[src/hdl/xdpcm_pkg.sv]
// Shared constants and types for the Xan DPCM audio decoder.
package xdpcm_pkg;

   localparam int SECTION_SIZE = 1471;
   localparam int POS_W = 12;

   localparam logic [POS_W-1:0] SEC_LEN_MONO   = POS_W'(SECTION_SIZE);
   localparam logic [POS_W-1:0] SEC_LEN_STEREO = POS_W'(2 * SECTION_SIZE);
   localparam logic [POS_W-1:0] HDR_LEN_MONO   = POS_W'(2);
   localparam logic [POS_W-1:0] HDR_LEN_STEREO = POS_W'(4);

   localparam logic [3:0] SHIFT_RESET = 4'd4;
   localparam logic [3:0] SHIFT_MAX   = 4'd15;

   localparam logic signed [15:0] SAMPLE_MIN = 16'sh8000;
   localparam logic signed [15:0] SAMPLE_MAX = 16'sh7FFF;

   typedef struct packed {
      logic signed [15:0] sample;
      logic [3:0]         shift;
   } code_result_type;

endpackage

[src/hdl/xdpcm_code_unit.sv]
// Per-code-byte update: shift adaptation, scaled delta and saturating predictor add.
module xdpcm_code_unit
   import xdpcm_pkg::*;
(
   input  logic [7:0]         code_byte,
   input  logic [3:0]         shift_cur,
   input  logic signed [15:0] predictor_cur,
   output code_result_type    result
);

   logic [1:0]         low_bits;
   logic signed [5:0]  shift_sum;
   logic [3:0]         shift_next;
   logic signed [15:0] delta_base;
   logic signed [15:0] delta;
   logic signed [16:0] pred_sum;

   assign low_bits = code_byte[1:0];

   always_comb begin
      if (low_bits == 2'b11) begin
         shift_sum = $signed({2'b00, shift_cur}) + 6'sd1;
      end else begin
         shift_sum = $signed({2'b00, shift_cur}) - $signed({3'b000, low_bits, 1'b0});
      end
      if (shift_sum[5]) begin
         shift_next = 4'd0;
      end else if (shift_sum[4]) begin
         shift_next = SHIFT_MAX;
      end else begin
         shift_next = shift_sum[3:0];
      end
   end

   // The signed byte with its low two bits cleared, scaled by 256.
   assign delta_base = $signed({code_byte[7:2], 10'b0});
   assign delta      = delta_base >>> shift_next;
   assign pred_sum   = {predictor_cur[15], predictor_cur} + {delta[15], delta};

   always_comb begin
      result.shift = shift_next;
      if (pred_sum[16] != pred_sum[15]) begin
         result.sample = pred_sum[16] ? SAMPLE_MIN : SAMPLE_MAX;
      end else begin
         result.sample = pred_sum[15:0];
      end
   end

endmodule

[src/hdl/xan_dpcm_decoder_top.sv]
// Top level of the Xan DPCM audio decoder: input register, section tracking and result register.
module xan_dpcm_decoder_top
   import xdpcm_pkg::*;
(
   input  logic               clock,
   input  logic               reset,
   input  logic               csr_valid,
   output logic               csr_ready,
   input  logic               csr_stereo,
   input  logic               req_valid,
   output logic               req_stall,
   input  logic [7:0]         req_code_byte,
   input  logic               req_last_byte,
   output logic               rsp_valid,
   input  logic               rsp_stall,
   output logic signed [15:0] rsp_sample,
   output logic               rsp_channel,
   output logic               rsp_code_nonzero,
   output logic               rsp_last_sample
);

   // The decoder takes one chunk byte per word and sustains one word per clock
   // while the result register is not held by rsp_stall. A byte is registered
   // in the input register, where it is decoded against the predictor and shift
   // state; a code byte then goes to the result register, which drives the
   // result port.
   // Header bytes give no sample. The state updates in the same cycle the byte
   // leaves the input register, so the next byte follows without a gap. Input
   // stalls only when a decoded code byte finds the result register held by
   // rsp_stall. A word with last byte set returns the state to its reset
   // values, keeping the stereo setting.

   logic              stereo_ff;
   logic              in_valid_ff;
   logic [7:0]        in_byte_ff;
   logic              in_last_ff;
   logic              rsp_valid_ff;
   logic signed [15:0] rsp_sample_ff;
   logic              rsp_channel_ff;
   logic              rsp_nonzero_ff;
   logic              rsp_last_ff;

   logic signed [15:0] pred_ff [2];
   logic signed [15:0] pred_in [2];
   logic [3:0]         shift_ff [2];
   logic [3:0]         shift_in [2];
   logic [POS_W-1:0]   pos_ff, pos_in;
   logic               chan_ff, chan_in;
   logic [7:0]         hdr_low_ff, hdr_low_in;

   logic [POS_W-1:0] sec_len, hdr_len, pos_cur, pos_inc;
   logic             is_header;
   logic             code_ch;
   logic             out_free;
   logic             advance;
   logic             req_take;
   code_result_type  code_res;

   assign sec_len   = stereo_ff ? SEC_LEN_STEREO : SEC_LEN_MONO;
   assign hdr_len   = stereo_ff ? HDR_LEN_STEREO : HDR_LEN_MONO;
   assign pos_cur   = (pos_ff >= sec_len) ? '0 : pos_ff;
   assign pos_inc   = pos_cur + POS_W'(1);
   assign is_header = pos_cur < hdr_len;
   assign code_ch   = stereo_ff & chan_ff;

   assign out_free  = !rsp_valid_ff || !rsp_stall;
   assign advance   = in_valid_ff && (is_header || out_free);
   assign req_stall = in_valid_ff && !advance;
   assign req_take  = req_valid && !req_stall;
   assign csr_ready = 1'b1;

   xdpcm_code_unit u_code (
      .code_byte     (in_byte_ff),
      .shift_cur     (shift_ff[code_ch]),
      .predictor_cur (pred_ff[code_ch]),
      .result        (code_res)
   );

   always_comb begin
      pred_in    = pred_ff;
      shift_in   = shift_ff;
      pos_in     = pos_ff;
      chan_in    = chan_ff;
      hdr_low_in = hdr_low_ff;
      if (advance) begin
         if (is_header) begin
            if (!pos_cur[0]) begin
               hdr_low_in = in_byte_ff;
            end else begin
               pred_in[pos_cur[1]] = $signed({in_byte_ff, hdr_low_ff});
               if (pos_cur == hdr_len - POS_W'(1)) begin
                  shift_in[0] = SHIFT_RESET;
                  shift_in[1] = SHIFT_RESET;
                  chan_in     = 1'b0;
               end
            end
            pos_in = pos_inc;
         end else begin
            pred_in[code_ch]  = code_res.sample;
            shift_in[code_ch] = code_res.shift;
            chan_in           = stereo_ff & ~code_ch;
            pos_in            = (pos_inc >= sec_len) ? '0 : pos_inc;
         end
         if (in_last_ff) begin
            pred_in[0]  = '0;
            pred_in[1]  = '0;
            shift_in[0] = SHIFT_RESET;
            shift_in[1] = SHIFT_RESET;
            pos_in      = '0;
            chan_in     = 1'b0;
            hdr_low_in  = '0;
         end
      end
   end

   always_ff @(posedge clock) begin
      if (reset) begin
         stereo_ff    <= 1'b0;
         in_valid_ff  <= 1'b0;
         rsp_valid_ff <= 1'b0;
         pred_ff[0]   <= '0;
         pred_ff[1]   <= '0;
         shift_ff[0]  <= SHIFT_RESET;
         shift_ff[1]  <= SHIFT_RESET;
         pos_ff       <= '0;
         chan_ff      <= 1'b0;
         hdr_low_ff   <= '0;
      end else begin
         if (csr_valid && csr_ready) begin
            stereo_ff <= csr_stereo;
         end
         if (req_take) begin
            in_valid_ff <= 1'b1;
         end else if (advance) begin
            in_valid_ff <= 1'b0;
         end
         if (advance && !is_header) begin
            rsp_valid_ff <= 1'b1;
         end else if (rsp_valid_ff && !rsp_stall) begin
            rsp_valid_ff <= 1'b0;
         end
         pred_ff    <= pred_in;
         shift_ff   <= shift_in;
         pos_ff     <= pos_in;
         chan_ff    <= chan_in;
         hdr_low_ff <= hdr_low_in;
      end
   end

   always_ff @(posedge clock) begin
      if (req_take) begin
         in_byte_ff <= req_code_byte;
         in_last_ff <= req_last_byte;
      end
      if (advance && !is_header) begin
         rsp_sample_ff  <= code_res.sample;
         rsp_channel_ff <= code_ch;
         rsp_nonzero_ff <= in_byte_ff != 8'd0;
         rsp_last_ff    <= in_last_ff;
      end
   end

   assign rsp_valid        = rsp_valid_ff;
   assign rsp_sample       = rsp_sample_ff;
   assign rsp_channel      = rsp_channel_ff;
   assign rsp_code_nonzero = rsp_nonzero_ff;
   assign rsp_last_sample  = rsp_last_ff;

`ifndef SYNTHESIS
   // The section position never reaches the stereo section length.
   a_pos_range: assert property (@(posedge clock) disable iff (reset)
      pos_ff < SEC_LEN_STEREO)
      else $error("section position out of range");

   // A header byte never loads the result register.
   a_header_silent: assert property (@(posedge clock) disable iff (reset)
      (advance && is_header && !(rsp_valid_ff && rsp_stall)) |=> !rsp_valid_ff)
      else $error("header byte produced a sample");

   // The input side stalls only behind a held code byte.
   a_stall_cause: assert property (@(posedge clock) disable iff (reset)
      req_stall |-> (in_valid_ff && !is_header && rsp_valid_ff && rsp_stall))
      else $error("input stalled without cause");

   // A channel 1 sample only comes out in stereo mode.
   a_stereo_channel: assert property (@(posedge clock) disable iff (reset)
      (advance && !is_header && code_ch) |-> stereo_ff)
      else $error("right channel decoded in mono");
`endif

endmodule

[config.mk]
export PLATFORM = sky130hd
export DESIGN_NAME = xan_dpcm_decoder_top
export DESIGN_NICKNAME = d
export VERILOG_FILES = /design/src/hdl/xdpcm_pkg.sv /design/src/hdl/xdpcm_code_unit.sv /design/src/hdl/xan_dpcm_decoder_top.sv
export SDC_FILE = /design/constraint.sdc
export NUM_CORES = 1
export LEC_CHECK = 0
export CELL_PAD_IN_SITES_DETAIL_PLACEMENT = 0
export CELL_PAD_IN_SITES_GLOBAL_PLACEMENT = 1
export CORE_AREA = 2 2 151 109
export DETAILED_ROUTE_END_ITERATION = 12
export DIE_AREA = 0 0 153 111
export DONT_BUFFER_PORTS = 1
export GPL_ROUTABILITY_DRIVEN = 0
export HOLD_SLACK_MARGIN = 0.05
export MAX_ROUTING_LAYER = met4
export PLACE_DENSITY_LB_ADDON = 0.1
export SYNTH_ARGS = -nofsm -noshare
export SYNTH_HDL_FRONTEND = slang
export SYNTH_SLANG_ARGS = --single-unit
[constraint.sdc]
create_clock -name clock -period 7.82 [get_ports clock]
set_input_delay 1.173 -clock clock [delete_from_list [all_inputs] [get_ports clock]]
set_output_delay 1.173 -clock clock [all_outputs]
set_load 0.1 [all_outputs]
Word-level counts from Yosys, hierarchy flattened

Cells that the tools add are included.

Input port bits: 15
RAM bits: 0
Memories kept: 0
Register bits after elaboration: 92
ROM bits: 0
Bits in latches: 0
Word-level logic and storage cells: 105

Shift-type cells: 1
Bitwise gates (word level): 5
Add/sub/neg operators: 5
Div/mod/pow operators: 0
Reductions and logical operators: 21
Multiplexer cells: 44
$lt $le $gt $ge: 7
Eq/ne operators: 6
$mul: 0

Operator list:

| kind                                           | number |
|---|---|
| two-way mux 16 bit                             | 7 |
| two-way mux 32 bit                             | 3 |
| bitwise mux 32 bit                             | 2 |
| two-way mux 12 bit                             | 5 |
| two-way mux 8 bit                              | 7 |
| demux 16 bit (select 1 bit)                    | 2 |
| greater-or-equal comparator 12 bit             | 2 |
| two-way mux 4 bit                              | 6 |
| adder 16 x 16 -> 17 bit                        | 1 |
| >>> shifter 16 x 4 -> 16 bit                   | 1 |
| adder 12 x 1 -> 12 bit (second input constant) | 1 |
| equality test 12 bit                           | 1 |
| less-than comparator 12 x 3 -> 1 bit           | 1 |
| bitwise mux 8 bit                              | 1 |
| two-way mux 1 bit                              | 8 |
| nonzero test 8 bit                             | 1 |
| logical AND 1 bit                              | 7 |
| two-way mux 6 bit                              | 1 |
| AND reduction 3 bit                            | 2 |
| nonzero test 2 bit                             | 3 |
| adder 4 x 1 -> 5 bit (second input constant)   | 1 |
| logical NOT 1 bit                              | 5 |
| subtractor 4 x 3 -> 5 bit                      | 1 |
| demux 4 bit (select 1 bit)                     | 1 |
| 14 further kinds                               | 19 |

Depth between registers and ports, before layout

Word-level depth: 16
Mapped depth: 22

Modules after synthesis

From an unflattened synthesis, not the netlist that was laid out.

Cells, all modules: 813
Area total of the unflattened synthesis: 6910.4 sq um

By module, submodules not included:

| module               | times used | cells each | area an instance (sq um) | sequential area each (sq um) |
|---|---|---|---|---|
| xan_dpcm_decoder_top | 1          | 499        | 4857.2                   | 2122.0 |
| xdpcm_code_unit      | 1          | 314        | 2053.2                   | 0.0 |

Worst setup path before layout

No wires, ideal clock.

Kind: register -> output
Start point: register stereo_ff
End point: output req_stall
Setup slack: 2619 ps
Stages on the path, launching flop included: 14
Required time: 6647 ps
Path buffers: 2
Arrival time: 4028 ps
Cells stage by stage: dfxtp_1 -> buf_2 -> inv_1 -> ha_1 -> nand2_1 -> o41ai_4 -> a21oi_1 -> buf_6 -> and2_1 -> ha_1 -> a21oi_1 -> o21ai_4 -> nand2_1 -> nor2_1

Word-level cells in the longest chain between the ends: 8
Elaborated cells on any way between the ends: 9

RTL lines:

| item                                   | RTL line                    | RTL |
|---|---|---|
| start: declaration                     | xan_dpcm_decoder_top.sv:33  | `logic stereo_ff;` |
| start signal: assignment               | xan_dpcm_decoder_top.sv:130 | `stereo_ff <= csr_stereo;` |
| two-way mux 12 bit                     | xan_dpcm_decoder_top.sv:59  | `assign sec_len = stereo_ff ? SEC_LEN_STEREO : SEC_LEN_MONO;` |
| greater-or-equal comparator 12 bit     | xan_dpcm_decoder_top.sv:61  | `assign pos_cur = (pos_ff >= sec_len) ? '0 : pos_ff;` |
| two-way mux 12 bit                     | xan_dpcm_decoder_top.sv:61  |  |
| less-than comparator 12 x 3 -> 1 bit * | xan_dpcm_decoder_top.sv:63  | `assign is_header = pos_cur < hdr_len;` |
| logical OR 1 bit *                     | xan_dpcm_decoder_top.sv:67  | `assign advance = in_valid_ff && (is_header \|\| out_free);` |
| logical AND 1 bit *                    | xan_dpcm_decoder_top.sv:67  |  |
| logical NOT 1 bit *                    | xan_dpcm_decoder_top.sv:68  | `assign req_stall = in_valid_ff && !advance;` |
| logical AND 1 bit *                    | xan_dpcm_decoder_top.sv:68  |  |
| end: declaration                       | xan_dpcm_decoder_top.sv:11  | `output logic req_stall,` |

Every way passes the cells marked *; elsewhere a longest branch is shown, timed or not.

==> results.toml <==
[outcome]
status = "finished clean"

[timing]
finClkSkew_ns = 0.01272
tns_ns = 0
period_share_pct = 81.97
tightest_slew_ns = 1.130
holdWs_ns = 0.4628
grt_setup_unrepaired = "false"
finalSetupViolations = 0
hold_viol = 0
fmax_mhz = 156.0
finalWorstSetupSlack_ns = 1.410
period_minus_slack_ns = 6.410
relSlewSlack_pct = 24.59
final_max_slew_viol_count = 0

[yosys]
synthFlopType = "dfxtp_1"
synth_commonest_cells = "nand2_1 (83), dfxtp_1 (64), nor2_1 (60)"
synth-seq-area-share_pct = 34.68
yosys_register_bits = 92
mappedNetlistNets = 741
synthCells = 690
ys_top_cells_by_area = "dfxtp_1 (21%), edfxtp_1 (14%), ha_1 (7.0%)"
ys_types = 93
synth_edf_count = 28
synth.top_cell.area_share_pct = 20.94
async_flop_share_pct = 0
syn_area_per_cell_um2 = 8.869
yosysWarnings = 0
yosysMostFrequentCell = "nand2_1"
synth_area_mm2 = 0.006120
yosys.area.top_type = "dfxtp_1"

[global_routing]
grt-busiest-layer = "met1"
grt_max_degree = 41
grt_usage_pct = 24.01
grtUsageMet3_pct = 5.199
grt_pass1_vias = 5015
grt.met2_usage_pct = 30.79
overflow = 0
grt_pass1_wl_mm = 30.30
antenna_found_initial = 0
use_met1_pct = 37.86

[detailed_routing]
first_pass_iters = 6
ant_nets = 0
drcViolationCount = 0
vias_per_cell = 6.219
routed_wirelength_mm = 19.58
drtIter0Drc = 490
wl_per_cell_um = 22.08
route.vias.total = 5516

[worst_setup_path]
critPathKind = "reg -> reg"
endpoint_kind = "register"
cp_max_fo = 18
reg2regPathDepth = 19
start_kind = "register"
required_ns = 8.06
arrival_ns = 6.65

[clocking]
cts_root_buffer = "clkbuf_16"
cts_tree = "yes"
cts_buffer_depth = 2
hold_buffers = 0
cts_sinks = 92
path_clk_slew_ns = 0.07
cts_inserted_buffers = 9
cts-resized-gates = 0
insertion_delay_ns = 0.36
cts_htree_levels = 3
post_cts_buffers = 0

[pwr]
ir_drop_uv = 101.5
switching_power_uw = 373.3
cellPowerDensity_mw_per_mm2 = 177.6
clkPwrFrac_pct = 38.1
p_comb_share_pct = 16.3
p_sw_share_pct = 32.07
p_seq_share_pct = 45.6
p_leak_uw = 0.002710
p_int_uw = 791.0
totalPowerFinal_uw = 1164

[layout]
num_antenna_cells = 0
drive_gt1_share_pct = 8.944
syn_to_final_growth_pct = 7.115
nets = 728
final_util_pct = 41.59

[floorplanning]
ios = 37
die_w_um = 153
die_height_um = 111
core_mm2 = 0.01576
placementRows = 39
initial_core_util_pct = 38.83
fp.dieArea_mm2 = 0.01698

[hold_path]
min_path_type = "reg -> reg"
hold-path-cell-count = 2

[place]
io_buffers = 0
post-place-ws_ns = 1.576
dp_hpwl_mm = 14.65

[job]
maxCapViolCount = 0
-- cells in the final DEF, fill, tap and decap left out, types with 5 or more instances in the layout --
cell type / count
buf_4: 7
a211o_1: 6
a22o_1: 13
o2bb2ai_1: 5
and2_1: 7
nand2_1: 83
inv_1: 18
and4_1: 5
o21a_1: 10
dfxtp_1: 64
xor2_1: 7
nor3_1: 9
and3_1: 6
clkbuf_16: 9
nor4_1: 5
o22ai_1: 5
edfxtp_1: 28
nor2_1: 58
a211oi_1: 14
nor2b_1: 8
o21ai_1: 6
nand3_1: 18
a21o_1: 23
ha_1: 34
xnor2_1: 11
mux2i_1: 9
o211ai_1: 5
o21ai_0: 27
a22oi_1: 27
nand4_1: 7
a31oi_1: 6
a21oi_1: 42
-- cell families after synthesis --
group | share of synthesized area [%]
mux | 2.433
compound gates | 29.32
other cells | 0.06128
fa+ha+maj | 7.769
buf+inv | 4.068
flops | 34.68
xor+xnor | 2.576
simple gates | 19.10
-- final timing paths --
path | start | end | slack, ns
worst max register to register | stereo_ff | pred_ff[3] | 1.41
worst min-delay path | pred_ff[31] | pred_ff[31] | 0.46
worst max-delay path | stereo_ff | pred_ff[3] | 1.41
worst min register to register | pred_ff[31] | pred_ff[31] | 0.46
-- layer usage --
metal	part of all wire (%)	vias up
li1	-	2599
met1	52	2714
met2	40	192
met3	7.6	11
met4	0.79	0
met5	0	-
-- layout make-up --
| type | instances | area, um2 |
|---|---|---|
| Sequential cell | 92 | 2122 |
| Inverter | 19 | 71.32 |
| Clock buffer | 9 | 225.2 |
| Fill cell | 1598 | 9206 |
| Tap cell | 205 | 256.5 |
| Clock inverter | 7 | 73.82 |
| Multi-Input combinational cell | 548 | 3754 |
| Timing Repair Buffer | 7 | 52.55 |
-- critical path: stages, from the launching register on --
cell,delay [ns]
dfxtp_1,0.65
a21bo_2,0.26
nand2_1,0.15
ha_1,0.31
nor2b_1,0.14
nor3_1,0.26
a211oi_1,0.18
nor2_2,0.36
mux4_2,0.60
inv_1,0.09
o2bb2ai_1,0.09
ha_1,0.24
fa_1,0.43
a211oi_1,0.31
nor2_1,0.14
nor4_1,0.45
o32ai_2,0.28
nor2_2,0.71
o21ai_0,0.34
a211o_1,0.32
-- power groups by stage --
| stage | Clock [uW] | Sequential (uW) | Combinational, uW |
|---|---|---|---|
| CTS | 455 | 530 | 186 |
| global route | 475 | 531 | 208 |
| finish | 444 | 531 | 190 |
| global placement | 0 | 541 | 186 |
| detailed placement | 0 | 541 | 185 |
| floorplan | 0 | 532 | 142 |
-- flip-flops by register name (all words and copies together), names as in the netlist, 8 cells and up --
register    count
in_byte_ff      8
hdr_low_ff      8
shift_ff        8
pred_ff        32
rsp_sample     16
pos_ff         12
-- stage by stage --
stage          std cells  instance area, um2
2_1_floorplan        690                6120
3_3_place_gp         871                6256
3_5_place_dp         871                6256
4_1_cts              887                6555
5_1_grt              887                6555
6_report             887                6555
Note: power is estimated with default switching activity, not from simulation.
